--- config.mk ---
export PLATFORM = sky130hd
export DESIGN_NAME = mcpe_seq
export DESIGN_NICKNAME = d
export VERILOG_FILES = /design/src/rtl/core/mcpe_pkg.sv /design/src/rtl/core/mcpe_seq.sv
export SDC_FILE = /design/constraint.sdc
export NUM_CORES = 1
export LEC_CHECK = 0
export BUFFER_PORTS_ARGS = -buffer_cell sky130_fd_sc_hd__buf_2
export CAP_MARGIN = 20
export CORE_MARGIN = 4
export CORE_UTILIZATION = 25
export DETAILED_ROUTE_END_ITERATION = 10
export HOLD_SLACK_MARGIN = 0.12
export PLACE_DENSITY_LB_ADDON = 0.1
export SLEW_MARGIN = 20
export SYNTH_ARGS = -nofsm -noshare
export SYNTH_HDL_FRONTEND = slang
export SYNTH_SLANG_ARGS = --single-unit
export TNS_END_PERCENT = 50
--- constraint.sdc ---
create_clock -name clk -period 17.9 [get_ports clk]
set_input_delay 1.79 -clock clk [delete_from_list [all_inputs] [get_ports clk]]
set_output_delay 1.79 -clock clk [all_outputs]
set_load 0.005 [all_outputs]
--- src/rtl/core/mcpe_pkg.sv ---
package mcpe_pkg;

  localparam int CFG_IDX_W  = 3;
  localparam int CFG_DATA_W = 32;
  localparam int WORD_W     = 32;

  // register indexes on the configuration port
  localparam logic [CFG_IDX_W-1:0] REG_SRC_ROWS     = 3'd0;
  localparam logic [CFG_IDX_W-1:0] REG_SRC_COLS     = 3'd1;
  localparam logic [CFG_IDX_W-1:0] REG_LEFT_SHIFT   = 3'd2;
  localparam logic [CFG_IDX_W-1:0] REG_TOP_SHIFT    = 3'd3;
  localparam logic [CFG_IDX_W-1:0] REG_RIGHT_SHIFT  = 3'd4;
  localparam logic [CFG_IDX_W-1:0] REG_BOTTOM_SHIFT = 3'd5;
  localparam logic [CFG_IDX_W-1:0] REG_FILL_WORD    = 3'd6;

  localparam logic ACT_LOAD = 1'b0;
  localparam logic ACT_EMIT = 1'b1;

  // output dimension cap, fits the 8-bit counter
  localparam logic [8:0] OUT_DIM_CAP = 9'd256;

  // what an emit carries from the read stage to the output register
  typedef struct packed {
    logic [7:0]        row;
    logic [7:0]        col;
    logic              last;
    logic              status;
    logic              from_store;
    logic [WORD_W-1:0] alt_word;
  } emit_meta_t;

endpackage

--- src/rtl/core/mcpe_seq.sv ---
module mcpe_seq #(
  parameter int MAX_DIM   = 64,
  parameter int ELEM_BITS = 32,
  parameter int AW        = 12
) (
  input  logic                             clk,
  input  logic                             rst,
  input  logic                             cfg_we,
  input  logic [mcpe_pkg::CFG_IDX_W-1:0]   cfg_index,
  input  logic [mcpe_pkg::CFG_DATA_W-1:0]  cfg_data,
  input  logic                             emit_go,
  input  logic                             load_go,
  input  logic [5:0]                       src_row,
  input  logic [5:0]                       src_col,
  output logic                             wr_en,
  output logic [AW-1:0]                    wr_addr,
  output logic [AW-1:0]                    rd_addr,
  output mcpe_pkg::emit_meta_t             meta
);

  localparam logic [mcpe_pkg::WORD_W-1:0] ELEM_MASK =
    (ELEM_BITS >= mcpe_pkg::WORD_W) ? {mcpe_pkg::WORD_W{1'b1}} :
    mcpe_pkg::WORD_W'((64'd1 << ELEM_BITS) - 64'd1);
  localparam logic [8:0] MAX_DIM_9 = 9'(MAX_DIM);

  logic [6:0]  src_rows;
  logic [6:0]  src_cols;
  logic [7:0]  left_shift;
  logic [7:0]  top_shift;
  logic [7:0]  right_shift;
  logic [7:0]  bottom_shift;
  logic [31:0] fill_word;
  logic [7:0]  emit_row;
  logic [7:0]  emit_col;
  logic [7:0]  emit_row_next;
  logic [7:0]  emit_col_next;

  logic [8:0]        rows;
  logic [8:0]        cols;
  logic signed [9:0] n_rows;
  logic signed [9:0] n_cols;
  logic              bad_shape;
  logic [8:0]        nr_cap;
  logic [8:0]        nc_cap;
  logic [7:0]        cur_row;
  logic [7:0]        cur_col;
  logic signed [9:0] si;
  logic signed [9:0] sj;
  logic              in_src;
  logic              is_last;

  always_comb begin
    rows = ({2'b00, src_rows} > MAX_DIM_9) ? MAX_DIM_9 : {2'b00, src_rows};
    cols = ({2'b00, src_cols} > MAX_DIM_9) ? MAX_DIM_9 : {2'b00, src_cols};
    n_rows = $signed({1'b0, rows}) - 10'($signed(top_shift))
             + 10'($signed(bottom_shift));
    n_cols = $signed({1'b0, cols}) - 10'($signed(left_shift))
             + 10'($signed(right_shift));
    bad_shape = (n_rows <= 10'sd0) || (n_cols <= 10'sd0);
    nr_cap = (n_rows > $signed({1'b0, mcpe_pkg::OUT_DIM_CAP})) ?
             mcpe_pkg::OUT_DIM_CAP : n_rows[8:0];
    nc_cap = (n_cols > $signed({1'b0, mcpe_pkg::OUT_DIM_CAP})) ?
             mcpe_pkg::OUT_DIM_CAP : n_cols[8:0];

    // restart when a shape change left the counter outside
    if (({1'b0, emit_row} >= nr_cap) || ({1'b0, emit_col} >= nc_cap)) begin
      cur_row = '0;
      cur_col = '0;
    end else begin
      cur_row = emit_row;
      cur_col = emit_col;
    end

    si = 10'($signed(top_shift)) + $signed({2'b00, cur_row});
    sj = 10'($signed(left_shift)) + $signed({2'b00, cur_col});
    in_src = (si >= 10'sd0) && (si < $signed({1'b0, rows})) &&
             (sj >= 10'sd0) && (sj < $signed({1'b0, cols}));
    is_last = ({1'b0, cur_row} == nr_cap - 9'd1) && ({1'b0, cur_col} == nc_cap - 9'd1);

    if (bad_shape || is_last) begin
      emit_row_next = '0;
      emit_col_next = '0;
    end else if ({1'b0, cur_col} + 9'd1 >= nc_cap) begin
      emit_row_next = cur_row + 8'd1;
      emit_col_next = '0;
    end else begin
      emit_row_next = cur_row;
      emit_col_next = cur_col + 8'd1;
    end

    rd_addr = AW'(si) * AW'(MAX_DIM) + AW'(sj);
    wr_addr = AW'(src_row) * AW'(MAX_DIM) + AW'(src_col);
    wr_en   = load_go && ({3'b000, src_row} < MAX_DIM_9) &&
              ({3'b000, src_col} < MAX_DIM_9);
  end

  always_ff @(posedge clk) begin
    if (rst) begin
      src_rows     <= 7'd1;
      src_cols     <= 7'd1;
      left_shift   <= '0;
      top_shift    <= '0;
      right_shift  <= '0;
      bottom_shift <= '0;
      fill_word    <= '0;
      emit_row     <= '0;
      emit_col     <= '0;
    end else begin
      if (cfg_we) begin
        unique case (cfg_index)
          mcpe_pkg::REG_SRC_ROWS:     src_rows     <= cfg_data[6:0];
          mcpe_pkg::REG_SRC_COLS:     src_cols     <= cfg_data[6:0];
          mcpe_pkg::REG_LEFT_SHIFT:   left_shift   <= cfg_data[7:0];
          mcpe_pkg::REG_TOP_SHIFT:    top_shift    <= cfg_data[7:0];
          mcpe_pkg::REG_RIGHT_SHIFT:  right_shift  <= cfg_data[7:0];
          mcpe_pkg::REG_BOTTOM_SHIFT: bottom_shift <= cfg_data[7:0];
          mcpe_pkg::REG_FILL_WORD:    fill_word    <= cfg_data[31:0];
          default: ;
        endcase
      end
      if (emit_go) begin
        emit_row <= emit_row_next;
        emit_col <= emit_col_next;
      end
    end
  end

  // payload only, no reset
  always_ff @(posedge clk) begin
    if (emit_go) begin
      if (bad_shape) begin
        meta.row        <= '0;
        meta.col        <= '0;
        meta.last       <= 1'b0;
        meta.status     <= 1'b1;
        meta.from_store <= 1'b0;
        meta.alt_word   <= '0;
      end else begin
        meta.row        <= cur_row;
        meta.col        <= cur_col;
        meta.last       <= is_last;
        meta.status     <= 1'b0;
        meta.from_store <= in_src;
        meta.alt_word   <= fill_word & ELEM_MASK;
      end
    end
  end

endmodule

## Word-level counts from Yosys, hierarchy flattened

Cells that the tools add are included.

| word-level totals | value |
|---|---|
| word-level logic and storage cells | 75 |
| bits in registers | 145 |

| cells by class | value |
|---|---|
| reductions and logical operators | 15 |
| muxes and demuxes | 11 |
| eq/ne operators | 8 |
| add/subtract/negate cells | 13 |
| $lt $le $gt $ge | 13 |

Operators with widths:

| kind | number |
|---|---|
| $mux W8 | 6 |
| $mux W34 | 1 |
| $add A8 B9 Y10 | 2 |
| $add A9 B8 Y10 | 2 |
| $ge A10 B1 Y1 const B | 2 |
| $gt A10 B10 Y1 const B | 2 |
| $le A10 B1 Y1 const B | 2 |
| $lt A10 B8 Y1 | 2 |
| $eq A8 B9 Y1 | 2 |
| $ge A8 B9 Y1 | 2 |
| $mux W9 | 2 |
| $sub A8 B8 Y9 | 2 |
| $sub A9 B1 Y9 const B | 2 |
| $add A8 B1 Y8 const B | 2 |
| $gt A7 B7 Y1 const B | 2 |
| $mux W7 | 2 |
| $reduce_and A2 Y1 | 7 |
| $add A12 B10 Y12 | 1 |
| $add A12 B6 Y12 | 1 |
| $add A8 B1 Y9 const B | 1 |
| $eq A3 B3 Y1 const B | 3 |
| $ge A9 B9 Y1 | 1 |
| $eq A3 B2 Y1 const B | 2 |
| $logic_and A1 B1 Y1 | 4 |
| other kinds (3) | 5 |

## Depth between registers and ports, before layout

| logic depth | value |
|---|---|
| depth after elaboration | 15 |
| mapped depth | 40 |
| mapped depth without buffers | 37 |

## Worst setup path after synthesis

Ideal clock, no wire load.

| timing | value |
|---|---|
| path type | flip-flop to output port |
| from | register src_cols[6] |
| to | output port rd_addr[11] |
| path slack | 8.947 ns |
| data arrival time | 7.163 ns |
| stages on the path, launching flop included | 37 |
| cells stage by stage | dfxtp_1 > inv_1 > nand2_1 > fa_1 > fa_1 > nand2b_1 > a21oi_2 > a2111oi_2 > o21ai_2 > clkbuf_1 > nand2_1 > inv_1 > ha_1 > nand2b_1 > a211o_1 > a2111oi_0 > or4_4 > o21a_4 > buf_6 > clkbuf_1 > and2_1 > ha_1 > a21o_1 > a21oi_1 > o21bai_1 > a21oi_1 > o21bai_1 > a21oi_1 > inv_1 > a21oi_1 > xnor2_1 > ha_1 > inv_1 > o21bai_1 > a21oi_1 > xor2_1 > xnor2_1 |

| between the ends | value |
|---|---|
| word-level cells in the longest chain between the ends | 11 |
| elaborated cells between the ends (all ways) | 13 |
| classes of those cells | 5 x add/sub; 3 x order compare; 4 x mux; 1 x reduce/logical |

RTL lines:

| item | line | text |
|---|---|---|
| from (decl) | mcpe_seq.sv:27 | `logic [6:0] src_cols;` |
| from (signal assigned) | mcpe_seq.sv:112 | `mcpe_pkg::REG_SRC_COLS: src_cols <= cfg_data[6:0];` |
| $gt A7 B7 Y1 | mcpe_seq.sv:54 | `cols = ({2'b00, src_cols} > MAX_DIM_9) ? MAX_DIM_9 : {2'b00, src_cols};` |
| $mux W7 * | mcpe_seq.sv:54 |  |
| $sub A8 B8 Y9 * | mcpe_seq.sv:57 | `n_cols = $signed({1'b0, cols}) - 10'($signed(left_shift))` |
| $add A9 B8 Y10 * | mcpe_seq.sv:58 | `+ 10'($signed(right_shift));` |
| $gt A10 B10 Y1 | mcpe_seq.sv:62 | `nc_cap = (n_cols > $signed({1'b0, mcpe_pkg::OUT_DIM_CAP})) ?` |
| $mux W9 * | mcpe_seq.sv:62 |  |
| $ge A8 B9 Y1 * | mcpe_seq.sv:66 | `if (({1'b0, emit_row} >= nr_cap) \|\| ({1'b0, emit_col} >= nc_cap)) begin` |
| $logic_or A1 B1 Y1 * | mcpe_seq.sv:66 |  |
| $mux W8 * | mcpe_seq.sv:66 |  |
| net cur_col[1] | mcpe_seq.sv:46 | `logic [7:0] cur_col;` |
| $add A8 B9 Y10 * | mcpe_seq.sv:75 | `sj = 10'($signed(left_shift)) + $signed({2'b00, cur_col});` |
| $add A12 B10 Y12 * | mcpe_seq.sv:91 | `rd_addr = AW'(si) * AW'(MAX_DIM) + AW'(sj);` |
| to (decl) | mcpe_seq.sv:17 | `output logic [AW-1:0] rd_addr,` |

Mark *: on every way through the listed nets, which the timed path passes. The rest lies on a longest branch.

## Worst setup path in the final report

| timing | value |
|---|---|
| from | register src_rows[6] |
| to | output port rd_addr[11] |

| between the ends | value |
|---|---|
| word-level cells in the longest chain between the ends | 11 |
| elaborated cells between the ends (all ways) | 13 |
| classes of those cells | 5 x add/sub; 3 x order compare; 4 x mux; 1 x reduce/logical |

RTL lines:

| item | line | text |
|---|---|---|
| from (decl) | mcpe_seq.sv:26 | `logic [6:0] src_rows;` |
| from (signal assigned) | mcpe_seq.sv:111 | `mcpe_pkg::REG_SRC_ROWS: src_rows <= cfg_data[6:0];` |
| $gt A7 B7 Y1 | mcpe_seq.sv:53 | `rows = ({2'b00, src_rows} > MAX_DIM_9) ? MAX_DIM_9 : {2'b00, src_rows};` |
| $mux W7 * | mcpe_seq.sv:53 |  |
| $sub A8 B8 Y9 * | mcpe_seq.sv:55 | `n_rows = $signed({1'b0, rows}) - 10'($signed(top_shift))` |
| $add A9 B8 Y10 * | mcpe_seq.sv:56 | `+ 10'($signed(bottom_shift));` |
| $gt A10 B10 Y1 | mcpe_seq.sv:60 | `nr_cap = (n_rows > $signed({1'b0, mcpe_pkg::OUT_DIM_CAP})) ?` |
| $mux W9 * | mcpe_seq.sv:60 |  |
| $ge A8 B9 Y1 * | mcpe_seq.sv:66 |  |
| $logic_or A1 B1 Y1 * | mcpe_seq.sv:66 |  |
| $mux W8 * | mcpe_seq.sv:66 |  |
| net cur_col[1] | mcpe_seq.sv:46 |  |
| $add A8 B9 Y10 * | mcpe_seq.sv:75 |  |
| $add A12 B10 Y12 * | mcpe_seq.sv:91 |  |

Marks and branches as above.

==> results.json <==
{
  "grt-ovfl-total": 0,
  "setup_viol": 0,
  "hold_viol": 0,
  "switching_share_pct": 36.7,
  "hold_path.class": "flop to flop",
  "initial_core_util_pct": 25.5,
  "async_flop_share_pct": 0,
  "skew_ns": 0.0126,
  "drt_first_pass_iters": 5,
  "ys_ff_latch": 145,
  "critical_path.max_fanout": 21,
  "status": "complete, no violations",
  "rsz0062_at_grt": "false",
  "fmax_mhz": 92.9,
  "critPathArrivalTime_ns": 8.98,
  "critPathLaunchType": "flop",
  "worst_slew_pin_slew_ns": 0.966,
  "clock-root-buffer": "clkbuf_16",
  "core_region_area_um2": 37800,
  "synth_enable_flop_cells": 51,
  "die_x_um": 204,
  "num_io_pins": 128,
  "netlist_instances": 1133,
  "drtAntennaViolNets": 0,
  "gp_routability_congestion": 0.806,
  "placementRows": 71,
  "vias_per_cell": 4.64,
  "ctsHtreeMaxLevel": 4,
  "die_height_um": 204,
  "final_cell_mix": "207 x nand2_1, 105 x a21oi_1, 101 x buf_2, 94 x dfxtp_1, 88 x inv_1",
  "p_comb_share_pct": 30.5,
  "reg2reg_slack_ns": 9.40,
  "endpoint_kind": "output port",
  "grt_usage_pct": 14.6,
  "clkLatencyLatePin_ns": 0.43,
  "p_sw_uw": 370,
  "clock_sink_count": 145,
  "fin_nets": 1363,
  "drt_iter0_markers": 412,
  "postSynthAreaPerCell_um2": 8.52,
  "grt_max_degree": 81,
  "drt_drc_violations_left": 0,
  "path_class": "flop to output port",
  "fin_setup_tns_ns": 0,
  "dieArea_um2": 41800,
  "placed_area_um2": 10600,
  "wl_um": 30400,
  "power.density_nw_per_um2": 90.5,
  "post_cts_resize_count": 0,
  "post-route-min-period_ns": 10.77,
  "synth_cell_types": 82,
  "cpPeakStageDelay_ns": 0.73,
  "required_ns": 16.11,
  "p_int_uw": 638,
  "ir_worst_vdd_mv": 0.0652,
  "numCtsBuffers": 17,
  "cts_hold_buffers": 0,
  "clkPwrFrac_pct": 34.2,
  "netlist_area_um2": 9650,
  "port-buffer-count": 101,
  "postCtsSetupBuffers": 0,
  "leakagePower_nw": 4.72,
  "grt_pass1_vias": 7775,
  "cap_violations": 0,
  "final_max_slew_viol_count": 0,
  "area_growth_pct": 15.4,
  "final_common_cell": "nand2_1",
  "grt_first_pass_wirelength_um": 47200,
  "clk_pin_slew_ns": 0.06,
  "antenna_found_initial": 3,
  "critPathSlowestCell": "nor2_1",
  "hpwlAfterDp_um": 23000,
  "yosysSeqAreaShare_pct": 35.4,
  "cts_tree": "yes",
  "finalCritPeriodShare_pct": 60.2,
  "synth.net_count": 1289,
  "vias": 8039,
  "p_seq_share_pct": 35.3,
  "relSlewSlack_pct": 35.1,
  "drive_above_1_share_pct": 13.0,
  "crit_top_cell": "a21oi_1",
  "synth_flop_cell": "dfxtp_1",
  "wl_per_cell_um": 17.5,
  "cts.path.max_buffers": 2,
  "postLayoutCellArea_um2": 11100,
  "synth.yosys.warnings": 0
}
-- path summary, 6_finish.rpt --
check	start	cells past startpoint	end
worst min-delay path	fill_word[11]	2	fill_word[11]
worst max-delay path	src_rows[6]	35	rd_addr[11]
worst max register to register	src_rows[6]	31	emit_col[3]
worst min register to register	fill_word[11]	2	fill_word[11]
-- flip-flops by register name, indices dropped and copies added, names as in the netlist --
signal        cells
src_cols          7
top_shift         8
emit_col          8
left_shift        8
meta             51
emit_row          8
right_shift       8
fill_word        32
src_rows          7
bottom_shift      8
-- worst max-delay path, delay by kind of cell, from the launching register on --
kind	cells	cell delay, ns
AO/OA/AOI/OAI	14	2.72
XOR/XNOR	3	0.65
adder cells (fa/ha/maj)	5	1.90
buffers and inverters	5	0.59
flip-flops	1	0.31
multiplexers	1	0.14
AND/OR/NAND/NOR	7	2.26
-- per-stage QoR --
| stage | power [mW] | utilization [%] | instances | hold WS, ns | setup slack (ns) |
|---|---|---|---|---|---|
| 5_1_grt | 1.07 | 29.4 | 1732 | 0.462 | 6.38 |
| 3_3_place_gp | 0.675 | 28.0 | 1699 | 0.437 | 7.56 |
| 4_1_cts | 1.02 | 29.4 | 1731 | 0.451 | 7.04 |
| 2_1_floorplan | 0.573 | - | 1133 | 0.432 | 8.95 |
| 3_5_place_dp | 0.673 | 28.0 | 1699 | 0.442 | 7.53 |
| 6_report | 1.01 | 29.4 | 1732 | 0.449 | 7.13 |
-- area by class of cell --
type / count / area [um^2]
repair buffers: 106 / 543
fillers: 4173 / 26700
inverters: 89 / 334
clock inverters: 15 / 128
clock buffers: 17 / 425
well taps: 511 / 639
multi-input cells: 848 / 5650
diodes: 1 / 2.50
flip-flops and latches: 145 / 3410
-- cell usage after synthesis (all sizes together) (4+ instances only) --
library cell	instances	area, um^2
a2111oi	4	61.3
a211o	5	43.8
a211oi	9	72.6
a21o	19	143
a21oi	107	543
a31oi	6	37.5
a32oi	6	52.6
and2	43	269
and3	11	68.8
buf	22	154
clkbuf	29	110
dfxtp	94	1880
edfxtp	51	1530
fa	17	340
ha	87	1090
inv	88	330
mux2i	13	130
nand2	208	783
nand2b	19	119
nand3	29	145
nand4	9	62.6
nand4b	4	35.0
nor2	65	244
nor2b	7	43.8
nor3	19	95.1
nor4	5	37.5
o211ai	7	52.6
o21a	7	60.1
o21ai	26	138
o21bai	9	67.6
o22ai	5	31.3
o31ai	5	37.5
o41ai	5	43.8
or2	4	25.0
or3	5	31.3
or4	4	33.8
xnor2	25	219
xor2	17	149
-- kinds of logic after synthesis --
| logic type | after synthesis | share of synthesized area, % |
|---|---|---|
| buffers and inverters | 140 | 6.20 |
| multiplexers | 14 | 1.47 |
| AO/OA/AOI/OAI | 247 | 16.9 |
| AND/OR/NAND/NOR | 441 | 21.4 |
| adder cells (fa/ha/maj) | 104 | 14.8 |
| XOR/XNOR | 42 | 3.81 |
| flip-flops | 145 | 35.4 |
-- routing by layer --
metal	wire length [um]	share of wire (%)	GRT usage, %	vias to the layer above
met4	314	1.0	2.90	4
li1	-	-	-	4094
met3	1260	4.1	3.11	24
met1	14800	49	20.3	3762
met5	26	0.086	0	-
met2	14000	46	23.7	155
-- power by group through the flow --
| stage | logic (mW) | registers, mW | clock network, mW |
|---|---|---|---|
| finish | 0.307 | 0.356 | 0.345 |
| global route | 0.342 | 0.357 | 0.373 |
| CTS | 0.311 | 0.356 | 0.358 |
| detailed placement | 0.309 | 0.364 | 0 |
| global placement | 0.311 | 0.364 | 0 |
| floorplan | 0.211 | 0.363 | 0 |
Power figures use the tool's default switching activity.
